### config.mk
export PLATFORM = sky130hd
export DESIGN_NAME = resource_pool_with_wait_timeout_flat
export DESIGN_NICKNAME = d
export VERILOG_FILES = /design/src/design/rpwt_pkg.sv /design/src/design/rpwt_if.sv /design/src/design/rpwt_ctrl.sv /design/src/design/rpwt_dp.sv /design/src/design/resource_pool_with_wait_timeout.sv /design/src/flat_wrapper.sv
export SDC_FILE = /design/constraint.sdc
export NUM_CORES = 1
export LEC_CHECK = 0
export BUFFER_PORTS_ARGS = -buffer_cell sky130_fd_sc_hd__buf_2
export CELL_PAD_IN_SITES_DETAIL_PLACEMENT = 1
export CELL_PAD_IN_SITES_GLOBAL_PLACEMENT = 1
export CORE_ASPECT_RATIO = 1.5
export CORE_UTILIZATION = 49
export CTS_BUF_LIST = sky130_fd_sc_hd__clkbuf_16
export CTS_CLUSTER_DIAMETER = 40
export CTS_CLUSTER_SIZE = 28
export DETAILED_ROUTE_END_ITERATION = 6
export PLACE_DENSITY_LB_ADDON = 0.1
export SETUP_SLACK_MARGIN = 0.4
export SYNTH_ARGS = -nofsm -noshare
export SYNTH_HDL_FRONTEND = slang
export SYNTH_HIERARCHICAL = 1
export SYNTH_SLANG_ARGS = --single-unit
export TNS_END_PERCENT = 10
### constraint.sdc
create_clock -name clk_i -period 3.1 [get_ports clk_i]
set_clock_uncertainty 0.05 [all_clocks]
set_input_delay 0.62 -clock clk_i [delete_from_list [all_inputs] [get_ports clk_i]]
set_output_delay 0.62 -clock clk_i [all_outputs]
set_load 0.005 [all_outputs]
### src/design/rpwt_pkg.sv
// package for the resource pool with wait timeout
// types, codes and sizes shared by the interfaces, controller, datapath and top level
// no dependencies
package rpwt_pkg;

  localparam int NumSlots   = 16;
  localparam int NumClients = 32;
  localparam int OpW        = 2;
  localparam int EventW     = 2;
  localparam int ClientW    = 5;
  localparam int LimitW     = 8;
  localparam int SlotW      = 4;

  localparam logic [OpW-1:0] OpRequest = 2'd0;
  localparam logic [OpW-1:0] OpRelease = 2'd1;
  localparam logic [OpW-1:0] OpTick    = 2'd2;

  localparam logic [EventW-1:0] EvGranted  = 2'd0;
  localparam logic [EventW-1:0] EvParked   = 2'd1;
  localparam logic [EventW-1:0] EvTimeout  = 2'd2;
  localparam logic [EventW-1:0] EvReleased = 2'd3;

  typedef struct packed {
    logic [OpW-1:0]     operation;
    logic [ClientW-1:0] client;
    logic [LimitW-1:0]  wait_limit;
    logic [SlotW-1:0]   resource;
  } in_item_t;

  typedef struct packed {
    logic [EventW-1:0]  event_res;
    logic [ClientW-1:0] client_out;
    logic [SlotW-1:0]   slot;
    logic               last;
  } out_item_t;

  typedef struct packed {
    logic load_req;
    logic load_rel;
    logic load_tick;
    logic load_next;
  } dp_cmd_t;

  typedef struct packed {
    logic expire_any;
    logic pend_any;
    logic out_last;
  } dp_sts_t;

endpackage

### src/design/rpwt_if.sv
// valid/ready channel interfaces for the resource pool
// depends on rpwt_pkg
interface rpwt_in_if;
  logic               valid;
  logic               ready;
  rpwt_pkg::in_item_t payload;

  modport source (output valid, output payload, input ready);
  modport sink   (input valid, input payload, output ready);
endinterface

interface rpwt_out_if;
  logic                valid;
  logic                ready;
  rpwt_pkg::out_item_t payload;

  modport source (output valid, output payload, input ready);
  modport sink   (input valid, input payload, output ready);
endinterface

### src/design/rpwt_ctrl.sv
// controller for the resource pool: sequences accept, timeout reports and result handoff
// depends on rpwt_pkg
module rpwt_ctrl (
  input  logic               clk_i,
  input  logic               rst_ni,
  input  logic               in_valid_i,
  input  rpwt_pkg::in_item_t in_item_i,
  output logic               in_ready_o,
  output logic               out_valid_o,
  input  logic               out_ready_i,
  input  rpwt_pkg::dp_sts_t  sts_i,
  output rpwt_pkg::dp_cmd_t  cmd_o
);
  import rpwt_pkg::*;

  localparam logic [1:0] S_IDLE = 2'd0;
  localparam logic [1:0] S_TICK = 2'd1;
  localparam logic [1:0] S_OUT  = 2'd2;

  logic [1:0] state_q, state_d;

  always_comb begin
    state_d     = state_q;
    cmd_o       = '0;
    in_ready_o  = 1'b0;
    out_valid_o = 1'b0;
    case (state_q)
      S_IDLE: begin
        in_ready_o = 1'b1;
        if (in_valid_i) begin
          case (in_item_i.operation)
            OpRequest: begin
              cmd_o.load_req = 1'b1;
              state_d        = S_OUT;
            end
            OpRelease: begin
              if (in_item_i.resource != '0) begin
                cmd_o.load_rel = 1'b1;
                state_d        = S_OUT;
              end
            end
            OpTick: begin
              cmd_o.load_tick = 1'b1;
              if (sts_i.expire_any) begin
                state_d = S_TICK;
              end
            end
            default: ;
          endcase
        end
      end
      S_TICK: begin
        cmd_o.load_next = 1'b1;
        state_d         = S_OUT;
      end
      S_OUT: begin
        out_valid_o = 1'b1;
        if (out_ready_i) begin
          state_d = sts_i.out_last ? S_IDLE : S_TICK;
        end
      end
      default: state_d = S_IDLE;
    endcase
  end

  always_ff @(posedge clk_i or negedge rst_ni) begin
    if (!rst_ni) begin
      state_q <= S_IDLE;
    end else begin
      state_q <= state_d;
    end
  end

`ifndef ASSERT_OFF
  a_tick_has_pending: assert property (@(posedge clk_i) disable iff (!rst_ni)
    state_q == S_TICK |-> sts_i.pend_any)
    else $error("timeout scan with nothing pending");
  a_pending_not_idle: assert property (@(posedge clk_i) disable iff (!rst_ni)
    sts_i.pend_any |-> state_q != S_IDLE)
    else $error("idle while timeout reports pending");
  a_no_overlap: assert property (@(posedge clk_i) disable iff (!rst_ni)
    !(in_ready_o && out_valid_o))
    else $error("accepting while a result is held");
`endif

endmodule

### src/design/rpwt_dp.sv
// datapath for the resource pool: slot, waiter and count state, encoders, result register
// depends on rpwt_pkg
module rpwt_dp (
  input  logic                clk_i,
  input  logic                rst_ni,
  input  rpwt_pkg::in_item_t  in_item_i,
  input  rpwt_pkg::dp_cmd_t   cmd_i,
  output rpwt_pkg::dp_sts_t   sts_o,
  output rpwt_pkg::out_item_t out_item_o
);
  import rpwt_pkg::*;

  logic [NumSlots-1:0]   slot_busy_q, slot_busy_d;
  logic [NumClients-1:0] waiting_q, waiting_d;
  logic [NumClients-1:0] pend_q, pend_d;
  logic [LimitW-1:0]     wait_count_q [NumClients];
  logic [LimitW-1:0]     wait_count_d [NumClients];
  out_item_t             out_q, out_d;

  logic [NumClients-1:0] expire;
  logic [NumSlots-1:0]   free_now, free_rel;
  logic [SlotW-1:0]      slot_req, slot_rel;
  logic [ClientW-1:0]    waiter, next_pend;

  // lowest set bit from slot 1 upward, zero when none
  function automatic logic [SlotW-1:0] lowest_slot(input logic [NumSlots-1:0] v);
    logic [SlotW-1:0] r;
    r = '0;
    for (int i = NumSlots - 1; i >= 1; i--) begin
      if (v[i]) r = SlotW'(i);
    end
    return r;
  endfunction

  function automatic logic [ClientW-1:0] lowest_client(input logic [NumClients-1:0] v);
    logic [ClientW-1:0] r;
    r = '0;
    for (int i = NumClients - 1; i >= 0; i--) begin
      if (v[i]) r = ClientW'(i);
    end
    return r;
  endfunction

  always_comb begin
    for (int i = 0; i < NumClients; i++) begin
      expire[i] = waiting_q[i] && (wait_count_q[i] == '0);
    end
  end

  assign free_now  = ~slot_busy_q;
  assign free_rel  = free_now | (NumSlots'(1) << in_item_i.resource);
  assign slot_req  = lowest_slot(free_now);
  assign slot_rel  = lowest_slot(free_rel);
  assign waiter    = lowest_client(waiting_q);
  assign next_pend = lowest_client(pend_q);

  always_comb begin
    slot_busy_d  = slot_busy_q;
    waiting_d    = waiting_q;
    pend_d       = pend_q;
    wait_count_d = wait_count_q;
    out_d        = out_q;
    if (cmd_i.load_req) begin
      if (slot_req != '0) begin
        slot_busy_d[slot_req]               = 1'b1;
        waiting_d[in_item_i.client]         = 1'b0;
        wait_count_d[in_item_i.client]      = '0;
        out_d = '{event_res: EvGranted, client_out: in_item_i.client,
                  slot: slot_req, last: 1'b1};
      end else begin
        waiting_d[in_item_i.client]         = 1'b1;
        wait_count_d[in_item_i.client]      = in_item_i.wait_limit;
        out_d = '{event_res: EvParked, client_out: in_item_i.client,
                  slot: '0, last: 1'b1};
      end
    end
    if (cmd_i.load_rel) begin
      slot_busy_d[in_item_i.resource] = 1'b0;
      if (|waiting_q) begin
        waiting_d[waiter]      = 1'b0;
        wait_count_d[waiter]   = '0;
        slot_busy_d[slot_rel]  = 1'b1;
        out_d = '{event_res: EvGranted, client_out: waiter, slot: slot_rel, last: 1'b1};
      end else begin
        out_d = '{event_res: EvReleased, client_out: in_item_i.client,
                  slot: in_item_i.resource, last: 1'b1};
      end
    end
    if (cmd_i.load_tick) begin
      for (int i = 0; i < NumClients; i++) begin
        if (waiting_q[i] && !expire[i]) begin
          wait_count_d[i] = wait_count_q[i] - LimitW'(1);
        end
      end
      waiting_d = waiting_q & ~expire;
      pend_d    = expire;
    end
    if (cmd_i.load_next) begin
      pend_d[next_pend] = 1'b0;
      out_d = '{event_res: EvTimeout, client_out: next_pend, slot: '0,
                last: ((pend_q & ~(NumClients'(1) << next_pend)) == '0)};
    end
  end

  always_ff @(posedge clk_i or negedge rst_ni) begin
    if (!rst_ni) begin
      slot_busy_q  <= '0;
      waiting_q    <= '0;
      pend_q       <= '0;
      wait_count_q <= '{default: '0};
    end else begin
      slot_busy_q  <= slot_busy_d;
      waiting_q    <= waiting_d;
      pend_q       <= pend_d;
      wait_count_q <= wait_count_d;
    end
  end

  always_ff @(posedge clk_i) begin
    out_q <= out_d;
  end

  assign sts_o.expire_any = |expire;
  assign sts_o.pend_any   = |pend_q;
  assign sts_o.out_last   = out_q.last;
  assign out_item_o       = out_q;

`ifndef ASSERT_OFF
  a_wait_only_when_full: assert property (@(posedge clk_i) disable iff (!rst_ni)
    (|waiting_q) |-> (&slot_busy_q[NumSlots-1:1]))
    else $error("client waiting while a slot is free");
  a_slot_zero_free: assert property (@(posedge clk_i) disable iff (!rst_ni)
    !slot_busy_q[0])
    else $error("slot zero allocated");
  a_pend_not_waiting: assert property (@(posedge clk_i) disable iff (!rst_ni)
    (pend_q & waiting_q) == '0)
    else $error("timed out client still waiting");
`endif

endmodule

### src/design/resource_pool_with_wait_timeout.sv
// top level of the resource pool with wait timeout
// depends on rpwt_pkg, rpwt_if, rpwt_ctrl and rpwt_dp
//
//   channel  dir  payload
//   in_i     in   operation, client, wait_limit, resource
//   out_o    out  event_res, client_out, slot, last
//
// request and release: accepted while idle, result held from the next cycle until handoff, then idle again
// tick: stays idle with no expiry, else a scan state and an output state per expired waiter (one report per scan step)
// ignored items (release of slot 0, unused operation) are accepted and give no result
// reset clears all slots, waiters and counts at once; no item is taken while a result is held

module resource_pool_with_wait_timeout (
  input  logic           clk_i,
  input  logic           rst_ni,
  rpwt_in_if.sink        in_i,
  rpwt_out_if.source     out_o
);
  import rpwt_pkg::*;

  dp_cmd_t cmd;
  dp_sts_t sts;

  rpwt_ctrl u_ctrl (
    .clk_i       (clk_i),
    .rst_ni      (rst_ni),
    .in_valid_i  (in_i.valid),
    .in_item_i   (in_i.payload),
    .in_ready_o  (in_i.ready),
    .out_valid_o (out_o.valid),
    .out_ready_i (out_o.ready),
    .sts_i       (sts),
    .cmd_o       (cmd)
  );

  rpwt_dp u_dp (
    .clk_i      (clk_i),
    .rst_ni     (rst_ni),
    .in_item_i  (in_i.payload),
    .cmd_i      (cmd),
    .sts_o      (sts),
    .out_item_o (out_o.payload)
  );

endmodule
### src/flat_wrapper.sv
// flat-port wrapper written by rule: the top's interface ports become plain ports
module resource_pool_with_wait_timeout_flat import rpwt_pkg::*;
  (clk_i, rst_ni, in_i_valid, in_i_payload, in_i_ready, out_o_valid, out_o_payload, out_o_ready);
  rpwt_in_if in_i_i ();
  rpwt_out_if out_o_i ();
  input  logic clk_i;
  input  logic rst_ni;
  input wire logic [$bits(in_i_i.valid)-1:0] in_i_valid;
  input wire logic [$bits(in_i_i.payload)-1:0] in_i_payload;
  output wire logic [$bits(in_i_i.ready)-1:0] in_i_ready;
  output wire logic [$bits(out_o_i.valid)-1:0] out_o_valid;
  output wire logic [$bits(out_o_i.payload)-1:0] out_o_payload;
  input wire logic [$bits(out_o_i.ready)-1:0] out_o_ready;
  assign in_i_i.valid = in_i_valid;
  assign in_i_i.payload = in_i_payload;
  assign in_i_ready = in_i_i.ready;
  assign out_o_valid = out_o_i.valid;
  assign out_o_payload = out_o_i.payload;
  assign out_o_i.ready = out_o_ready;
  resource_pool_with_wait_timeout u_core (.clk_i(clk_i), .rst_ni(rst_ni), .in_i(in_i_i), .out_o(out_o_i));
endmodule
==> results.toml <==
[timing]
hold_violations = 0
period_minus_slack_ns = 3.17
fin_crit_sh = 1.02
slew_viol_final = 0
tightest_slew_ns = 0.677
fin_ws_ns = -0.0744
rsz0062_at_grt = "true"
max_slew_margin = 0.545
max_freq_mhz = 315
setup_viol = 7

[detailed_routing]
vias = 25245
remaining_drc_errors = 0
wl_per_cell_um = 28.2
via_per_inst = 6.87
firstDrtPassIters = 5
detail_route.iter0.violations = 2103
wl_mm = 104
ant_nets = 0

[power]
vdd_drop_max_v = 0.000584
combPwrFrac = 0.350
p_per_area_nw_per_um2 = 630
net-switching-power_mw = 6.82
swShare = 0.379
p_clk_frac = 0.340
p_leak_nw = 12.1
seqPwrFrac = 0.310
p_int_mw = 11.2
total_power_mw = 18.0

[place]
hpwl_mm = 70.1
gp_congestion = 0.974
io_buffers = 36
dp_slack_ns = -0.656

[yosys]
syn_nets = 2876
synth_cells = 2789
avgSynthCellArea_sq_um = 8.25
syn_area_sq_um = 23000
ys.warnings.count = 6

[run_status]
violations = "setup timing"
status = "finished with violations"

[min_path]
hp-class = "primary input to flip-flop"

[global_route]
track_usage = 0.418
grt_pass1_wl_mm = 152
grt_start_max_net_pins = 69
antenna_found_initial = 0
first_global_vias = 26276
gr-total-overflow = 0

[worst_setup_path]
end_kind = "flip-flop"
required_ns = 3.56
worstSetupPathType = "flip-flop to flip-flop"
r2r_slack_ns = -0.07
crit_arrival_ns = 3.63
startpoint_type = "flip-flop"
critical_path.max_fanout = 4

[floorplan]
fp.dieArea_sq_um = 47900
initial_core_util = 0.500
core_area_sq_um = 46000
std_cell_rows = 96
die_x_um = 179
die_h_um = 267
ios = 37

[cts]
cts_tree = "done"
htree_levels = 2
cts-buffers-inserted = 50
clkSinkCount = 349
root_buffer = "clkbuf_16"
path_clk_slew_ns = 0.07
clock_latency_ns = 0.62
clockBufferDepth = 3

[run]
drv_cap = 0

[layout]
antennaDiodeCount = 0
area_delta_synth_final_pct = 24.2
drive_above_1_share = 0.197
nets = 3131
[worst max-delay path, stage by stage, from the launching register on]
cell      delay (ns)
dfrtp_1         0.42
buf_4           0.14
buf_6           0.11
nand2b_4        0.06
a21oi_4         0.18
o21bai_1        0.10
a211o_1         0.39
a211oi_4        0.46
o32ai_4         0.17
buf_4           0.20
o31ai_2         0.37
o22ai_1         0.12
a211o_1         0.31
[repair_timing]
item | 4_1_cts | 5_1_grt
resized for setup | 45 | 138
endpoints found under the hold margin | 13 | 0
setup buffers | 4 | 44
pin swaps | 8 | 63
hold buffers | 1 | 0
setup endpoints to repair | 270 | 316
[stage by stage]
stage | hold slack, ns | instance area (sq um) | utilization | cells | setup TNS [ns]
after detailed placement | 0.466 | 25600 | 0.557 | 3531 | -5.74
after global placement | 0.457 | 25600 | 0.557 | 3531 | -6.76
after CTS | 0.316 | 27600 | 0.600 | 3630 | 0
final | 0.326 | 28600 | 0.621 | 3674 | -0.217
after floorplan | 0.274 | 23000 | - | 2789 | 0
after global routing | 0.332 | 28600 | 0.621 | 3674 | -1.74
[final cells by class]
class / count / area (sq um)
clock inverters: 41 / 433
inverters: 132 / 495
well taps: 588 / 736
multi-input cells: 2153 / 14000
fillers: 5440 / 17400
flip-flops and latches: 349 / 8750
repair buffers: 358 / 2890
clock buffers: 53 / 1330
[power groups by stage]
stage	clock network, mW	logic (mW)	registers (mW)
6_report	6.12	6.31	5.58
5_1_grt	6.34	6.73	5.62
4_1_cts	6.16	5.79	5.53
3_5_place_dp	0	5.58	5.59
3_3_place_gp	0	5.44	5.56
2_1_floorplan	0	3.24	5.46
[worst paths after layout]
path,start,to,depth (start not counted)
worst max-delay path,u_core/u_dp/waiting_q[31],u_core/u_dp/wait_count_q[146],12
worst min-delay path,out_o_ready,u_core/u_ctrl/state_q[1],3
worst max register to register,u_core/u_dp/waiting_q[31],u_core/u_dp/wait_count_q[146],12
worst min register to register,u_core/u_dp/wait_count_q[248],u_core/u_dp/wait_count_q[248],1
max in group asynchronous,rst_ni,u_core/u_dp/waiting_q[27],3
min in group asynchronous,rst_ni,u_core/u_dp/waiting_q[13],2
[flip-flops by register name, indices dropped and copies added, names as in the netlist]
name	flops
u_core/u_ctrl/state_q	2
u_core/u_dp/out_item_o	12
u_core/u_dp/pend_q	32
u_core/u_dp/slot_busy_q	15
u_core/u_dp/wait_count_q	256
u_core/u_dp/waiting_q	32
[metal layers]
metal,wire [um],share of wire,GRT usage,vias up
li1,-,-,-,10879
met1,36600,0.35,0.455,12713
met2,51000,0.49,0.704,1199
met3,7520,0.073,0.0808,454
met4,8580,0.083,0.331,0
met5,0,0,0,-
[layout by cell type, fill, tap and decap left out, drive strengths merged, types with 19 or more instances in the layout]
cell type,count
buf,357
a21oi,127
nor3,94
or4,39
inv,150
nand2b,19
nand3b,67
a31oi,27
o32ai,24
nor4,24
a21o,20
a221oi,24
a22oi,153
ha,64
o22ai,262
nor2,359
nand2,241
nand3,64
dfrtp,337
clkbuf,53
xnor2,64
xor2,97
o21ai,148
Power figures use the tool's default switching activity.
